$ cat src/hw/rtl/itp_pkg.sv
package itp_pkg;

  // Operator stack geometry.
  localparam int STACK_DEPTH = 32;
  localparam int STK_IDX_W   = $clog2(STACK_DEPTH);
  localparam int STK_CNT_W   = $clog2(STACK_DEPTH + 1);

  // Command queue between the front and the back.
  localparam int QUEUE_DEPTH = 4;
  localparam int Q_PTR_W     = $clog2(QUEUE_DEPTH);
  localparam int Q_CNT_W     = $clog2(QUEUE_DEPTH + 1);

  // Characters with a meaning of their own.
  localparam logic [7:0] CH_PLUS   = 8'h2B;
  localparam logic [7:0] CH_MINUS  = 8'h2D;
  localparam logic [7:0] CH_STAR   = 8'h2A;
  localparam logic [7:0] CH_SLASH  = 8'h2F;
  localparam logic [7:0] CH_PCT    = 8'h25;
  localparam logic [7:0] CH_CARET  = 8'h5E;
  localparam logic [7:0] CH_LPAREN = 8'h28;
  localparam logic [7:0] CH_RPAREN = 8'h29;
  localparam logic [7:0] CH_NUL    = 8'h00;

  // Command kinds.
  typedef logic [2:0] kind_t;
  localparam kind_t KIND_NONE   = 3'd0;
  localparam kind_t KIND_ALNUM  = 3'd1;
  localparam kind_t KIND_LPAREN = 3'd2;
  localparam kind_t KIND_RPAREN = 3'd3;
  localparam kind_t KIND_OP     = 3'd4;
  localparam kind_t KIND_END    = 3'd5;

  typedef struct packed {
    kind_t      kind;
    logic [7:0] ch;
  } cmd_t;

  function automatic logic [1:0] prec_of(input logic [7:0] c);
    logic [1:0] p;
    p = 2'd0;
    if (c == CH_PLUS || c == CH_MINUS) p = 2'd1;
    if (c == CH_STAR || c == CH_SLASH || c == CH_PCT) p = 2'd2;
    if (c == CH_CARET) p = 2'd3;
    return p;
  endfunction

  function automatic logic is_alnum(input logic [7:0] c);
    return (c >= 8'h30 && c <= 8'h39) || (c >= 8'h41 && c <= 8'h5A) ||
           (c >= 8'h61 && c <= 8'h7A);
  endfunction

  function automatic cmd_t classify(input logic [7:0] c, input logic fin);
    cmd_t r;
    r.ch   = c;
    r.kind = KIND_NONE;
    if (fin) begin
      r.kind = KIND_END;
    end else if (is_alnum(c)) begin
      r.kind = KIND_ALNUM;
    end else if (c == CH_LPAREN) begin
      r.kind = KIND_LPAREN;
    end else if (c == CH_RPAREN) begin
      r.kind = KIND_RPAREN;
    end else if (prec_of(c) != 2'd0) begin
      r.kind = KIND_OP;
    end
    return r;
  endfunction

endpackage

$ cat src/hw/rtl/itp_intf.sv
interface itp_in_if;
  logic       valid;
  logic       ready;
  logic [7:0] char_in;
  logic       end_of_expr;

  modport source(output valid, output char_in, output end_of_expr, input ready);
  modport sink(input valid, input char_in, input end_of_expr, output ready);
endinterface

interface itp_out_if;
  logic       valid;
  logic       ready;
  logic [7:0] char_out;
  logic       expr_done;
  logic       run_last;

  modport source(output valid, output char_out, output expr_done, output run_last,
                 input ready);
  modport sink(input valid, input char_out, input expr_done, input run_last,
               output ready);
endinterface

$ cat src/hw/rtl/itp_front.sv
module itp_front (
  itp_in_if.sink        in_chan,
  input  logic          q_ready,
  output logic          q_valid,
  output itp_pkg::cmd_t q_cmd
);
  import itp_pkg::*;

  // Characters that do nothing are accepted and dropped here.
  assign q_cmd         = classify(in_chan.char_in, in_chan.end_of_expr);
  assign in_chan.ready = q_ready;
  assign q_valid       = in_chan.valid && (q_cmd.kind != KIND_NONE);
endmodule

$ cat src/hw/rtl/itp_queue.sv
module itp_queue (
  input  logic          clk,
  input  logic          rst,
  input  logic          wr_valid,
  input  itp_pkg::cmd_t wr_cmd,
  output logic          wr_ready,
  output logic          rd_valid,
  output itp_pkg::cmd_t rd_cmd,
  input  logic          rd_pop
);
  import itp_pkg::*;

  cmd_t               slots [QUEUE_DEPTH];
  logic [Q_PTR_W-1:0] wr_ptr;
  logic [Q_PTR_W-1:0] rd_ptr;
  logic [Q_CNT_W-1:0] fill;
  logic               do_wr;
  logic               do_rd;

  assign wr_ready = fill != Q_CNT_W'(QUEUE_DEPTH);
  assign rd_valid = fill != '0;
  assign rd_cmd   = slots[rd_ptr];
  assign do_wr    = wr_valid && wr_ready;
  assign do_rd    = rd_pop && rd_valid;

  always_ff @(posedge clk) begin
    if (do_wr) begin
      slots[wr_ptr] <= wr_cmd;
    end
  end

  always_ff @(posedge clk) begin
    if (rst) begin
      wr_ptr <= '0;
      rd_ptr <= '0;
      fill   <= '0;
    end else begin
      if (do_wr) begin
        wr_ptr <= (wr_ptr == Q_PTR_W'(QUEUE_DEPTH - 1)) ? '0 : wr_ptr + 1'b1;
      end
      if (do_rd) begin
        rd_ptr <= (rd_ptr == Q_PTR_W'(QUEUE_DEPTH - 1)) ? '0 : rd_ptr + 1'b1;
      end
      if (do_wr && !do_rd) begin
        fill <= fill + 1'b1;
      end else if (do_rd && !do_wr) begin
        fill <= fill - 1'b1;
      end
    end
  end
endmodule

$ cat src/hw/rtl/itp_back.sv
module itp_back (
  input  logic          clk,
  input  logic          rst,
  input  logic          q_valid,
  input  itp_pkg::cmd_t q_cmd,
  output logic          q_pop,
  itp_out_if.source     out_chan
);
  import itp_pkg::*;

  // The top of stack is kept in its own register; the array is read only
  // at the entry below it, so one pop can tell whether another will follow.
  logic [7:0]           op_stack [STACK_DEPTH];
  logic [STK_CNT_W-1:0] count;
  logic [7:0]           top;
  logic [STK_CNT_W-1:0] cnt_m2;
  logic [7:0]           below;
  logic                 has;
  logic                 more;
  logic [1:0]           p_in;
  logic                 out_free;
  logic                 step;
  logic                 emit;
  logic [7:0]           e_char;
  logic                 e_done;
  logic                 e_last;
  logic                 do_pop;
  logic                 do_push;
  logic                 retire;

  assign cnt_m2   = count - STK_CNT_W'(2);
  assign below    = op_stack[cnt_m2[STK_IDX_W-1:0]];
  assign has      = count != '0;
  assign more     = count > STK_CNT_W'(1);
  assign p_in     = prec_of(q_cmd.ch);
  assign out_free = !out_chan.valid || out_chan.ready;
  assign step     = q_valid && out_free;
  assign q_pop    = step && retire;

  always_comb begin
    emit    = 1'b0;
    e_char  = top;
    e_done  = 1'b0;
    e_last  = 1'b0;
    do_pop  = 1'b0;
    do_push = 1'b0;
    retire  = 1'b0;
    case (q_cmd.kind)
      KIND_ALNUM: begin
        emit   = 1'b1;
        e_char = q_cmd.ch;
        e_last = 1'b1;
        retire = 1'b1;
      end
      KIND_LPAREN: begin
        do_push = 1'b1;
        retire  = 1'b1;
      end
      KIND_RPAREN: begin
        if (!has) begin
          retire = 1'b1;
        end else if (top == CH_LPAREN) begin
          do_pop = 1'b1;
          retire = 1'b1;
        end else begin
          emit   = 1'b1;
          do_pop = 1'b1;
          e_last = !more || (below == CH_LPAREN);
          retire = !more;
        end
      end
      KIND_OP: begin
        if (has && (prec_of(top) >= p_in)) begin
          emit   = 1'b1;
          do_pop = 1'b1;
          e_last = !(more && (prec_of(below) >= p_in));
        end else begin
          do_push = 1'b1;
          retire  = 1'b1;
        end
      end
      KIND_END: begin
        emit = 1'b1;
        if (has) begin
          do_pop = 1'b1;
        end else begin
          e_char = CH_NUL;
          e_done = 1'b1;
          e_last = 1'b1;
          retire = 1'b1;
        end
      end
      default: begin
        retire = 1'b1;
      end
    endcase
  end

  always_ff @(posedge clk) begin
    if (step && do_push && (count != STK_CNT_W'(STACK_DEPTH))) begin
      op_stack[count[STK_IDX_W-1:0]] <= q_cmd.ch;
    end
  end

  always_ff @(posedge clk) begin
    if (step && do_pop) begin
      top <= below;
    end else if (step && do_push && (count != STK_CNT_W'(STACK_DEPTH))) begin
      top <= q_cmd.ch;
    end
  end

  always_ff @(posedge clk) begin
    if (rst) begin
      count <= '0;
    end else if (step && do_pop) begin
      count <= count - 1'b1;
    end else if (step && do_push && (count != STK_CNT_W'(STACK_DEPTH))) begin
      count <= count + 1'b1;
    end
  end

  always_ff @(posedge clk) begin
    if (rst) begin
      out_chan.valid <= 1'b0;
    end else if (out_free) begin
      out_chan.valid <= step && emit;
    end
  end

  always_ff @(posedge clk) begin
    if (step && emit) begin
      out_chan.char_out  <= e_char;
      out_chan.expr_done <= e_done;
      out_chan.run_last  <= e_last;
    end
  end
endmodule

$ cat src/hw/rtl/infix_to_postfix_converter_unit.sv
// A beat that causes a result passes through the command queue and the output register.
// Throughput: the back retires one step a cycle unless the output stalls: a letter, digit
// or '(' is one step, each popped operator one, a ')' that meets '(' and an operator push
// one more, an end beat one per stack entry plus one. A four-entry queue sets the slack.
// Reset (rst, synchronous, active high) empties the stack, the queue and the output.
module infix_to_postfix_converter_unit (
  input  logic      clk,
  input  logic      rst,
  itp_in_if.sink    in_chan,
  itp_out_if.source out_chan
);
  import itp_pkg::*;

  // The front classifies each input beat combinationally and drops the
  // characters that have no effect; everything else becomes a command in
  // the queue. Input beats are taken whenever the queue has room, so the
  // front never waits on the output side directly.
  logic q_wr_valid;
  logic q_wr_ready;
  cmd_t q_wr_cmd;

  // The back pops commands once it has finished with them. A command that
  // pops several operators stays at the head of the queue while it pops
  // them, producing one result beat per operator popped.
  logic q_rd_valid;
  logic q_rd_pop;
  cmd_t q_rd_cmd;

  itp_front u_front (
    .in_chan (in_chan),
    .q_ready (q_wr_ready),
    .q_valid (q_wr_valid),
    .q_cmd   (q_wr_cmd)
  );

  itp_queue u_queue (
    .clk      (clk),
    .rst      (rst),
    .wr_valid (q_wr_valid),
    .wr_cmd   (q_wr_cmd),
    .wr_ready (q_wr_ready),
    .rd_valid (q_rd_valid),
    .rd_cmd   (q_rd_cmd),
    .rd_pop   (q_rd_pop)
  );

  // The back owns the operator stack and the output register. It only
  // advances when the output register is free or being emptied, so a
  // stalled sink simply holds the stack where it is.
  itp_back u_back (
    .clk      (clk),
    .rst      (rst),
    .q_valid  (q_rd_valid),
    .q_cmd    (q_rd_cmd),
    .q_pop    (q_rd_pop),
    .out_chan (out_chan)
  );
endmodule
$ cat src/flat_wrapper.sv
// flat-port wrapper written by rule: the top's interface ports become plain ports
module infix_to_postfix_converter_unit_flat import itp_pkg::*;
  (clk, rst, in_chan_valid, in_chan_char_in, in_chan_end_of_expr, in_chan_ready, out_chan_valid, out_chan_char_out, out_chan_expr_done, out_chan_run_last, out_chan_ready);
  itp_in_if in_chan_i ();
  itp_out_if out_chan_i ();
  input  logic clk;
  input  logic rst;
  input wire logic [$bits(in_chan_i.valid)-1:0] in_chan_valid;
  input wire logic [$bits(in_chan_i.char_in)-1:0] in_chan_char_in;
  input wire logic [$bits(in_chan_i.end_of_expr)-1:0] in_chan_end_of_expr;
  output wire logic [$bits(in_chan_i.ready)-1:0] in_chan_ready;
  output wire logic [$bits(out_chan_i.valid)-1:0] out_chan_valid;
  output wire logic [$bits(out_chan_i.char_out)-1:0] out_chan_char_out;
  output wire logic [$bits(out_chan_i.expr_done)-1:0] out_chan_expr_done;
  output wire logic [$bits(out_chan_i.run_last)-1:0] out_chan_run_last;
  input wire logic [$bits(out_chan_i.ready)-1:0] out_chan_ready;
  assign in_chan_i.valid = in_chan_valid;
  assign in_chan_i.char_in = in_chan_char_in;
  assign in_chan_i.end_of_expr = in_chan_end_of_expr;
  assign in_chan_ready = in_chan_i.ready;
  assign out_chan_valid = out_chan_i.valid;
  assign out_chan_char_out = out_chan_i.char_out;
  assign out_chan_expr_done = out_chan_i.expr_done;
  assign out_chan_run_last = out_chan_i.run_last;
  assign out_chan_i.ready = out_chan_ready;
  infix_to_postfix_converter_unit u_core (.clk(clk), .rst(rst), .in_chan(in_chan_i), .out_chan(out_chan_i));
endmodule
$ cat config.mk
export PLATFORM = sky130hd
export DESIGN_NAME = infix_to_postfix_converter_unit_flat
export DESIGN_NICKNAME = d
export VERILOG_FILES = /design/src/hw/rtl/itp_pkg.sv /design/src/hw/rtl/itp_intf.sv /design/src/hw/rtl/itp_front.sv /design/src/hw/rtl/itp_queue.sv /design/src/hw/rtl/itp_back.sv /design/src/hw/rtl/infix_to_postfix_converter_unit.sv /design/src/flat_wrapper.sv
export SDC_FILE = /design/constraint.sdc
export NUM_CORES = 1
export LEC_CHECK = 0
export BUFFER_PORTS_ARGS = -buffer_cell sky130_fd_sc_hd__clkbuf_2
export CAP_MARGIN = 30
export CORE_ASPECT_RATIO = 1.75
export CORE_MARGIN = 4
export CORE_UTILIZATION = 55
export CTS_BUF_LIST = sky130_fd_sc_hd__clkbuf_8
export DETAILED_ROUTE_END_ITERATION = 16
export PLACE_DENSITY_LB_ADDON = 0.15
export SKIP_CTS_REPAIR_TIMING = 1
export SLEW_MARGIN = 30
export SYNTH_ARGS = -nofsm -noshare
export SYNTH_HDL_FRONTEND = slang
export SYNTH_HIERARCHICAL = 1
export SYNTH_SLANG_ARGS = --single-unit
$ cat constraint.sdc
create_clock -name clk -period 9.1 [get_ports clk]
set_clock_uncertainty 0.2 [all_clocks]
set_input_delay 0.455 -clock clk [delete_from_list [all_inputs] [get_ports clk]]
set_output_delay 0.455 -clock clk [all_outputs]
set_load 0.05 [all_outputs]
Word-level counts from Yosys, hierarchy flattened
Memory sizes are Yosys's and may differ from the RTL's. A register that Yosys moved wholly into a read port is not among the register bits.
Index checks and enable logic that the tools add are counted.

word-level totals
  memory bits (writable) = 300
  memories = 2
  logic and storage cells = 165
  bits in registers = 32

cells by class
  add/subtract/negate cells = 7
  $lt $le $gt $ge = 9
  multiplexer cells = 56
  reduce and logical (&&, ||, !) cells = 45
  equality and inequality tests = 37

memory list
  memory                  depth  bits a word  read ports  clocked after Yosys merged registers in  write ports  RTL line         text
  u_core.u_back.op_stack  32     8            1           0                                        1            itp_back.sv:13   logic [7:0] op_stack [STACK_DEPTH];
  u_core.u_queue.slots    4      11           1           1                                        1            itp_queue.sv:13  cmd_t slots [QUEUE_DEPTH];

operators with widths
  kind                   count
  $eq A8 B6 Y1 const B   24
  $mux W2                19
  $eq A8 B7 Y1 const B   4
  $mux W8                3
  $mux W3                7
  $mux W1                19
  $ge A8 B7 Y1 const B   2
  $le A8 B7 Y1 const B   2
  $logic_and A1 B1 Y1    16
  $logic_or A1 B1 Y1     16
  $pmux W8 S2            1
  $mux W6                2
  $ge A8 B6 Y1 const B   1
  $le A8 B6 Y1 const B   1
  $add A6 B1 Y6 const B  1
  $eq A3 B2 Y1 const B   2
  $eq A3 B3 Y1 const B   2
  $gt A6 B1 Y1 const B   1
  $ne A6 B6 Y1 const B   1
  $pmux W1 S3            2
  $reduce_bool A2 Y1     3
  $reduce_bool A3 Y1     2
  $reduce_bool A6 Y1     1
  $sub A6 B1 Y6 const B  1
  other kinds (12)       21

Logic depth before layout (Yosys ltp)
  depth after elaboration = 22
  depth in mapped cells = 22
  gate-level depth less buffers = 17

By module
The synthesis kept the hierarchy.

by module, submodules not included
  module     instances  area an instance (µm²)  sequential area each (µm²)  cells each
  itp_back   1          12036.5                 8368.0                      716
  itp_queue  1          2062.0                  1501.4                      105
  itp_front  1          239.0                   0.0                         35

Worst setup path before layout
OpenSTA, ideal clock, no wires.

  path type = register to register
  from = register (tool-made name)
  to = memory u_core.u_back.op_stack[25][0], enable pin
  buffers on the path = 1
  required time = 8.517 ns
  cell stages (with the launch flop) = 15
  slack = 3.955 ns
  library setup time = 0.383 ns
  arrival = 4.562 ns
  period minus slack after synthesis = 5.145 ns
  cells stage by stage = dfxtp_1 -> buf_2 -> mux4_2 -> nor4b_1 -> nand3b_1 -> or2_2 -> a21boi_0 -> ha_1 -> nand2b_1 -> a21o_1 -> a211oi_2 -> nor2_1 -> and3b_1 -> nand2_1 -> nor3_1

RTL lines
  element        RTL line
  end, declared  itp_back.sv:13

==> flow_metrics.env <==
export IMPL_start_util_pct=56.2
export IMPL_cp_max_fo=36
export IMPL_ys_warn_count=6
export IMPL_multi_input_area_um2=4060
export IMPL_total_power_mw=4.79
export IMPL_p_comb_share_pct=34.6
export IMPL_die_x_um=130
export IMPL_dpl_hpwl_mm=20.5
export IMPL_synth_yosys_seq_area_share_pct=68.8
export IMPL_drv_slew=0
export IMPL_required_ps=9080
export IMPL_layout_drive_gt1_share_pct=20.7
export IMPL_p_sw_mw=1.70
export IMPL_grt_busiest_layer="met2"
export IMPL_synth_top_family_by_area="multiplexers"
export IMPL_fin_crit_ps=6350
export IMPL_end_kind="flip-flop"
export IMPL_synth_edf_count=318
export IMPL_cpMostUsedCell="nor2_1"
export IMPL_synth_cells=856
export IMPL_rsz0062_at_grt="no"
export IMPL_drc=0
export IMPL_ys_ff_latch=334
export IMPL_area_growth_pct=8.43
export IMPL_firstDrtPassIters=5
export IMPL_synthXorXnorAreaFrac_pct=0.733
export IMPL_finalSetupViolations=0
export IMPL_status="complete, but fails checks"
export IMPL_diodes=0
export IMPL_worstHoldStart="in_chan_char_in[3]"
export IMPL_antenna_found_initial=1
export IMPL_crit_slowest_cell="mux4_2"
export IMPL_path_cells="mux4_2 > nor4b_1 > nand3b_1 > or2_2 > a21boi_0 > ha_1 > nand2b_1 > a21o_1 > a211oi_2 > nor2_1 > and3b_1 > nand2_1 > nor2_1"
export IMPL_worst_pin_slew_ps=1030
export IMPL_insertion_delay_ps=570
export IMPL_pwr_share_seq_pct=41.2
export IMPL_ant_nets=0
export IMPL_placed_cell_area_um2=14600
export IMPL_r2r_slack_ps=2750
export IMPL_io_buffers=24
export IMPL_vdd_ir_drop_max_uv=209
export IMPL_worst_setup_path_type="flip-flop to flip-flop"
export IMPL_routed_wl_mm=31.4
export IMPL_max_freq_mhz=157
export IMPL_place_congestion=0.893
export IMPL_cts_max_level=2
export IMPL_grtUsageMet2_pct=39.4
export IMPL_clock_root_buffer="clkbuf_8"
export IMPL_cp_arrival_ps=6340
export IMPL_r2r_end="u_core/u_back/op_stack[29][3]"
export IMPL_overflow=0
export IMPL_clkSinkCount=334
export IMPL_grt_max_degree=49
export IMPL_slowest_delay_ps=930
export IMPL_met1_usage_pct=25.8
export IMPL_min_path_type="input pin to flip-flop"
export IMPL_die_y_um=222
export IMPL_drt_iter0_drc=774
export IMPL_synth_nets=888
export IMPL_holdWs_ps=-2.33
export IMPL_tns_ps=0
export IMPL_rr_worst_depth=13
export IMPL_maxCapViolations=0
export IMPL_synth_compound_area_share_pct=5.52
export IMPL_synth_cell_type_count=77
export IMPL_hold_viol=1
export IMPL_grt_usage_pct=22.3
export IMPL_p_sw_share_pct=35.6
export IMPL_synthSimpleGateAreaFrac_pct=7.73
export IMPL_use_met3_pct=3.47
export IMPL_whs_endpoint="u_core/u_queue/slots[1][3]"
export IMPL_synth_mux_area_share_pct=12.5
export IMPL_viasPerCell=6.25
export IMPL_clockBufferDepth=3
export IMPL_leakagePower_nw=5.03
export IMPL_nNetsFinal=925
export IMPL_clk_pin_slew_ps=70
export IMPL_vias=7763
export IMPL_hold_path_cell_count=1
export IMPL_grt_first_pass_wirelength_mm=47.7
export IMPL_cp_start_kind="flip-flop"
export IMPL_fill_cells=1831
export IMPL_synth_area_per_cell_um2=16.7
export IMPL_first_global_vias=8113
export IMPL_synthFlopType="edfxtp_1"
export IMPL_period_share_pct=69.8
export IMPL_wire_per_inst_um=25.3
export IMPL_netlist_area_um2=14300
export IMPL_p_per_area_nw_per_um2=308
export IMPL_rows=77
export IMPL_cts_tree="yes"
export IMPL_fin_area_um2=15500
export IMPL_core_um2=25500
export IMPL_p_clk_share_pct=24.2
export IMPL_violations="negative hold slack"
export IMPL_die_area_um2=28800
export IMPL_max_slew_margin_pct=30.9
export IMPL_cts_inserted_buffers=46
export IMPL_synth_fa_ha_area_share_pct=1.71
export IMPL_regArea_um2=9870
export IMPL_async_flop_share_pct=0
export IMPL_p_int_mw=3.09
export IMPL_ios=25
[stage by stage]
stage | worst slack [ps] | hold slack (ps) | util [%] | std cells
detailed placement | 2530 | 303 | 57.0 | 1157
global placement | 2810 | 287 | 57.0 | 1157
finish | 2750 | -2.33 | 60.9 | 1243
global route | 2400 | 0.321 | 60.9 | 1243
CTS | 2510 | -75.1 | 60.7 | 1239
floorplan | 3950 | 263 | - | 856
[worst max-delay path: cells and delay by family, from the launching register on]
family	cells	cell delay, ps
mux	1	930
simple gates	8	2900
compound gates	3	820
fa+ha+maj	1	290
flops	1	790
[registers in the layout, indices dropped and copies added, names as in the netlist, named ones only]
name / count
u_core/u_back/count: 6
u_core/u_back/op_stack: 256
u_core/u_back/out_chan.char_out: 8
u_core/u_back/out_chan.expr_done: 1
u_core/u_back/out_chan.run_last: 1
u_core/u_back/out_chan.valid: 1
u_core/u_back/top: 8
u_core/u_queue/fill: 3
u_core/u_queue/rd_ptr: 2
u_core/u_queue/slots: 44
u_core/u_queue/wr_ptr: 2
[synthesized netlist by cell type (all sizes together) (2+ instances only)]
library cell / count / area [µm²]
a211oi: 4 / 45.1
a21boi: 2 / 15.0
a21o: 3 / 22.5
a21oi: 10 / 53.8
a22o: 17 / 149
a41o: 2 / 21.3
and3: 8 / 55.1
and3b: 2 / 17.5
buf: 35 / 318
clkbuf: 13 / 50.0
dfxtp: 16 / 320
edfxtp: 318 / 9550
ha: 18 / 225
inv: 17 / 63.8
mux2: 20 / 225
mux2i: 27 / 270
mux4: 56 / 1290
nand2: 51 / 191
nand2b: 9 / 56.3
nand3: 17 / 90.1
nand3b: 8 / 60.1
nand4: 6 / 50.0
nand4b: 3 / 32.5
nand4bb: 2 / 22.5
nor2: 65 / 244
nor2b: 2 / 12.5
nor3: 11 / 60.1
nor3b: 3 / 22.5
nor4: 5 / 37.5
nor4b: 3 / 26.3
o2111ai: 3 / 26.3
o211ai: 3 / 36.3
o21a: 2 / 15.0
o21ai: 29 / 145
o22ai: 22 / 138
o31ai: 2 / 20.0
o32ai: 3 / 26.3
or2: 3 / 18.8
or3: 8 / 52.6
or4: 2 / 15.0
xnor2: 8 / 70.1
xor2: 4 / 35.0
[layout by cell type (no fill, tap or decap), types with 20 or more instances in the layout]
cell      count
nand2_1      51
mux4_2       48
mux2i_1      27
mux2_2       20
clkbuf_2     24
clkbuf_8     46
edfxtp_1    318
inv_1        27
nor2_1       65
o22ai_1      22
o21ai_0      28
[metal layers]
layer	wire length, µm	up-vias
met4	1670	2
met1	11100	3936
met2	17200	264
met5	13	-
li1	-	3473
met3	1420	88
[layout make-up]
type | count | share of cell area, %
inverter | 17 | 0.410
sequential | 334 | 63.5
timing repair buffer | 37 | 1.46
multi-input combinational | 457 | 26.1
clock buffer | 46 | 4.07
clock inverter | 36 | 1.86
tap | 316 | 2.54
[worst max-delay path by stage]
stage / from / to / slack [ps] / cells after the start
finish: flip-flop / u_core/u_back/op_stack[29][3] / 2750 / 13
global placement: flip-flop / u_core/u_back/op_stack[25][0] / 2810 / 13
floorplan: flip-flop / u_core/u_back/op_stack[25][0] / 3950 / 14
global route: flip-flop / u_core/u_back/op_stack[9][5] / 2400 / 13
CTS: flip-flop / u_core/u_back/op_stack[25][4] / 2510 / 13
detailed placement: flip-flop / u_core/u_back/op_stack[25][4] / 2530 / 13
[cell families (layout without fill, tap and decap cells)]
logic type	Yosys count	count (layout)
compound gates	110	110
xor+xnor	12	12
fa+ha+maj	19	19
buf+inv	65	136
flops	334	334
mux	103	103
simple gates	213	213
[power groups by stage]
stage | Clock [mW] | Combinational, mW | Sequential (mW)
2_1_floorplan | 0 | 1.19 | 2.00
3_3_place_gp | 0 | 1.60 | 2.00
3_5_place_dp | 0 | 1.64 | 2.01
4_1_cts | 1.18 | 1.64 | 1.98
5_1_grt | 1.25 | 1.75 | 1.99
6_report | 1.16 | 1.66 | 1.97
No activity file was read; power rests on OpenSTA's default activity.
